$ cat src/sis_ram.sv
// ----------------------------------------------------------------------------
// sis_ram
// Generic single-write, single-read synchronous RAM with registered read data.
// ----------------------------------------------------------------------------
`default_nettype none

module sis_ram #(
    parameter int WIDTH = 8,
    parameter int DEPTH = 256
) (
    input  wire logic                     clk,
    input  wire logic                     we,
    input  wire logic [$clog2(DEPTH)-1:0] waddr,
    input  wire logic [WIDTH-1:0]         wdata,
    input  wire logic                     re,
    input  wire logic [$clog2(DEPTH)-1:0] raddr,
    output      logic [WIDTH-1:0]         rdata
);

    logic [WIDTH-1:0] mem [DEPTH];
    logic [WIDTH-1:0] rdata_reg;

    // write port and registered read port
    always_ff @(posedge clk)
    begin
        if (we)
        begin
            mem[waddr] <= wdata;
        end
        if (re)
        begin
            rdata_reg <= mem[raddr];
        end
    end

    assign rdata = rdata_reg;

endmodule

`default_nettype wire
$ cat config.mk
export PLATFORM = sky130hd
export DESIGN_NAME = sis_ram
export DESIGN_NICKNAME = d
export VERILOG_FILES = /design/src/sis_ram.sv
export SDC_FILE = /design/constraint.sdc
export NUM_CORES = 2
export LEC_CHECK = 0
export ABC_AREA = 1
export BUFFER_PORTS_ARGS = -buffer_cell sky130_fd_sc_hd__buf_4
export CAP_MARGIN = 20
export CORE_UTILIZATION = 30
export DETAILED_ROUTE_END_ITERATION = 16
export PLACE_DENSITY = 0.46
export SLEW_MARGIN = 20
export SYNTH_ARGS = -nofsm -noshare
export SYNTH_HDL_FRONTEND = slang
export SYNTH_SLANG_ARGS = --single-unit
$ cat constraint.sdc
create_clock -name clk -period 1.7 [get_ports clk]
set_input_delay 0 -clock clk [delete_from_list [all_inputs] [get_ports clk]]
set_output_delay 0 -clock clk [all_outputs]
set_load 0.02 [all_outputs]
==> impl_metrics.tcl <==
set metrics [dict create \
    clk-insertion-delay-late_ps 870 \
    cts_tree "built" \
    critical_path.n_buffers_inverters 1 \
    die_h_um 530 \
    fmaxAchievable_ghz 0.546 \
    cellPowerDensity_nw_per_um2 1060 \
    drv.max_cap_violation_count 0 \
    setup_violating_endpoint_count_in_the_final_report 6 \
    total_power_w 0.110 \
    core_region_area_um2 276000 \
    post_synth.cell_area_avg_um2 11.9 \
    grt_max_degree 77 \
    total_routing_resource_utilization_after_global_routing_pct 18.8 \
    routed_wl_um 267000 \
    dr.first_iter.drc_count 5448 \
    syn-num-nets 7030 \
    std_cell_rows 193 \
    hold_violations 0 \
    vias_per_cell 4.90 \
    power.ir.vdd_worst_uv 822 \
    synth.area.top_cells "sky130_fd_sc_hd__edfxtp_1, sky130_fd_sc_hd__nand3_1, sky130_fd_sc_hd__nand2_1" \
    route.detailed.wl_per_inst_um 23.2 \
    cp_slowest_cell "sky130_fd_sc_hd__edfxtp_1" \
    required_time_of_the_worst_setup_path_ps 1700 \
    final_min_period_over_clock_period_pct 108 \
    netlist.top_cell.by_area "sky130_fd_sc_hd__edfxtp_1" \
    initial_core_util_pct 30.2 \
    clk_path_buf_depth 3 \
    die-area_um2 280000 \
    tightestPinTransition_ps 1150 \
    grt-ovfl-total 0 \
    fp.dieW_um 530 \
    drt-pass1-iter-count 6 \
    area_growth_syn_to_layout_pct 24.1 \
    htree_levels 4 \
    violations "setup timing" \
    num_vias 56500 \
    n_fill_cell 26500 \
    synth_edf_count 2056 \
    critical-path-top-delay-family "flip-flops" \
    largest_register_ff_count 2048 \
    post-route-min-period_ps 1830 \
    report.final.slew_viol_count 0 \
    worstSetupPathType "reg -> out" \
    crit_path_cell_trace "buf_6" \
    timing.critical_path.arrival_ps 1830 \
    synth.most_common_cell "sky130_fd_sc_hd__nand2_1" \
    fin_nets 7674 \
    holdCritPathClass "in -> reg" \
    setup.worst_path.end_class "primary output" \
    final_core_utilization_pct 37.5 \
    post_synth_inst_count 7003 \
    post_synth_instance_area_um2 83500 \
    synth-main-ff-cell "sky130_fd_sc_hd__edfxtp_1" \
    cts-buffers-inserted 215 \
    dpl-instance-area_um2 94700 \
    number_of_distinct_library_cell_variants_in_the_gate_level_netlist_after_synthesis 13 \
    yosys_register_bits 2056 \
    run_status "finished with violations" \
    finalInstanceArea_um2 104000 \
    timing.critical_path.fanout_max 1 \
    ys_seq_area_share_pct 74.0 \
    power.static_leakage_nw 37.0 \
    postLayoutSetupSlackWorst_ps -131 \
    crit_path_largest_cell_delay_ps 760 \
    cts_num_sinks 2056 \
    detail-route-antenna-nets 0 \
    synth_async_sr_flop_share_pct 0 \
    clock_skew_ps 40.0 \
    clkSlewWorstSetupHoldPaths_ps 60 \
    final_layout_size_suffix_gt1_share_pct 19.5 \
    buffer_ports.inserted 34 \
    critical_path_start_type "register" \
    place_congestion 0.912 \
    grt_pass1_wl_um 387000 \
    place_ws_ps -1090 \
    synth_top_area_share_pct 74.0 \
    grt_setup_unrepaired "yes" \
    finalHoldWorstSlack_ps 60.1 \
    yosys_warnings 0 \
    timing.max_slew.rel_slack_pct 23.2 \
    ioPinCount 35 \
    grt_pass1_vias 55400 \
    drt_drc_violations_left 0 \
    antenna_violations_before_repair 9 \
    clock_tree.root_cell "sky130_fd_sc_hd__clkbuf_16" \
    post-dp-hpwl_um 172000 \
    yosys-top-cells-count "sky130_fd_sc_hd__nand2_1, sky130_fd_sc_hd__edfxtp_1, sky130_fd_sc_hd__nand3_1, sky130_fd_sc_hd__nor2_1, sky130_fd_sc_hd__buf_2" \
]
-- kinds of logic (layout without fill, tap and decap cells) --
logic type	after synthesis	after routing	share of synthesized area, %
buffers and inverters	522	1339	3.12
DFF	2056	2056	74.0
other	0	3	0
and+or+nand+nor	4425	4425	22.9
-- cells in the final DEF, fill, tap and decap left out, drive strengths merged --
| master | synthesis | layout |
|---|---|---|
| nor2 | 283 | 283 |
| nand3 | 2019 | 2019 |
| edfxtp | 2056 | 2056 |
| diode | 0 | 3 |
| dlygate4sd3 | 0 | 20 |
| nand2 | 2123 | 2123 |
| bufinv | 0 | 14 |
| buf | 371 | 889 |
| clkinvlp | 0 | 3 |
| clkbuf | 112 | 272 |
| inv | 39 | 43 |
| clkinv | 0 | 98 |
-- power breakdown --
| part | leakage (nW) | switching, W | internal, W |
|---|---|---|---|
| Clock | 3.24 | 0.0198 | 0.0254 |
| Combinational | 15.2 | 0.00578 | 0.00277 |
| Sequential | 18.5 | 0.0000796 | 0.0559 |
-- layer usage --
layer	track usage [%]	vias to the layer above	routed length, um
met1	26.2	28400	120000
li1	-	26200	-
met2	30.5	1554	125000
met3	2.29	345	14100
met4	5.75	0	8250
met5	0	-	0
-- through the flow --
stage | TNS (ps) | std cells
after detailed placement | -7420 | 11100
after floorplan | 0 | 7003
after global placement | -6890 | 11100
after CTS | -2600 | 11500
final | -284 | 11500
after global routing | -698 | 11500
-- area by class of cell --
class,count,area [um2],share of cell area (%)
antenna,3,7.51,0.00725
clock buffer,271,5610,5.42
clock inverter,119,1040,1.00
inverter,39,180,0.174
multi-input combinational,4425,21200,20.5
sequential,2056,61700,59.6
tap,3705,4640,4.48
timing repair buffer,910,9170,8.85
-- worst reg2reg max path: stages, from the launching register on --
cell and delay, ps:
sky130_fd_sc_hd__edfxtp_1 370, sky130_fd_sc_hd__nand2_1 90, sky130_fd_sc_hd__nand3_1 90, sky130_fd_sc_hd__nand3_2 110, sky130_fd_sc_hd__nand3_4 110, sky130_fd_sc_hd__nand3_4 130
sky130_fd_sc_hd__nand3_4 80, sky130_fd_sc_hd__buf_4 150, sky130_fd_sc_hd__nand3_4 100, sky130_fd_sc_hd__nand2_4 80, sky130_fd_sc_hd__nand2_4 120, sky130_fd_sc_hd__nand2_2 70
-- repair_timing --
| item | CTS | global route |
|---|---|---|
| setup buffers | 0 | 0 |
| gates resized for setup | 155 | 251 |
| hold buffers | 22 | 0 |
| hold endpoints to repair | 2159 | 0 |
| endpoints found under the setup margin | 11 | 267 |
| cloned | 0 | 1 |
| pin swaps | 11 | 74 |
-- final timing paths --
path              slack (ps)  depth (start not counted)               endpoint             startpoint
setup / recovery        -130                          1               rdata[1]     rdata[1]$_DFFE_PP_
hold / removal            60                          7  mem[146][2]$_DFFE_PP_               waddr[2]
setup reg to reg         -40                         11     rdata[7]$_DFFE_PP_   mem[45][7]$_DFFE_PP_
hold reg to reg         1100                         10     rdata[7]$_DFFE_PP_  mem[222][7]$_DFFE_PP_
No activity file was read; power rests on OpenSTA's default activity.
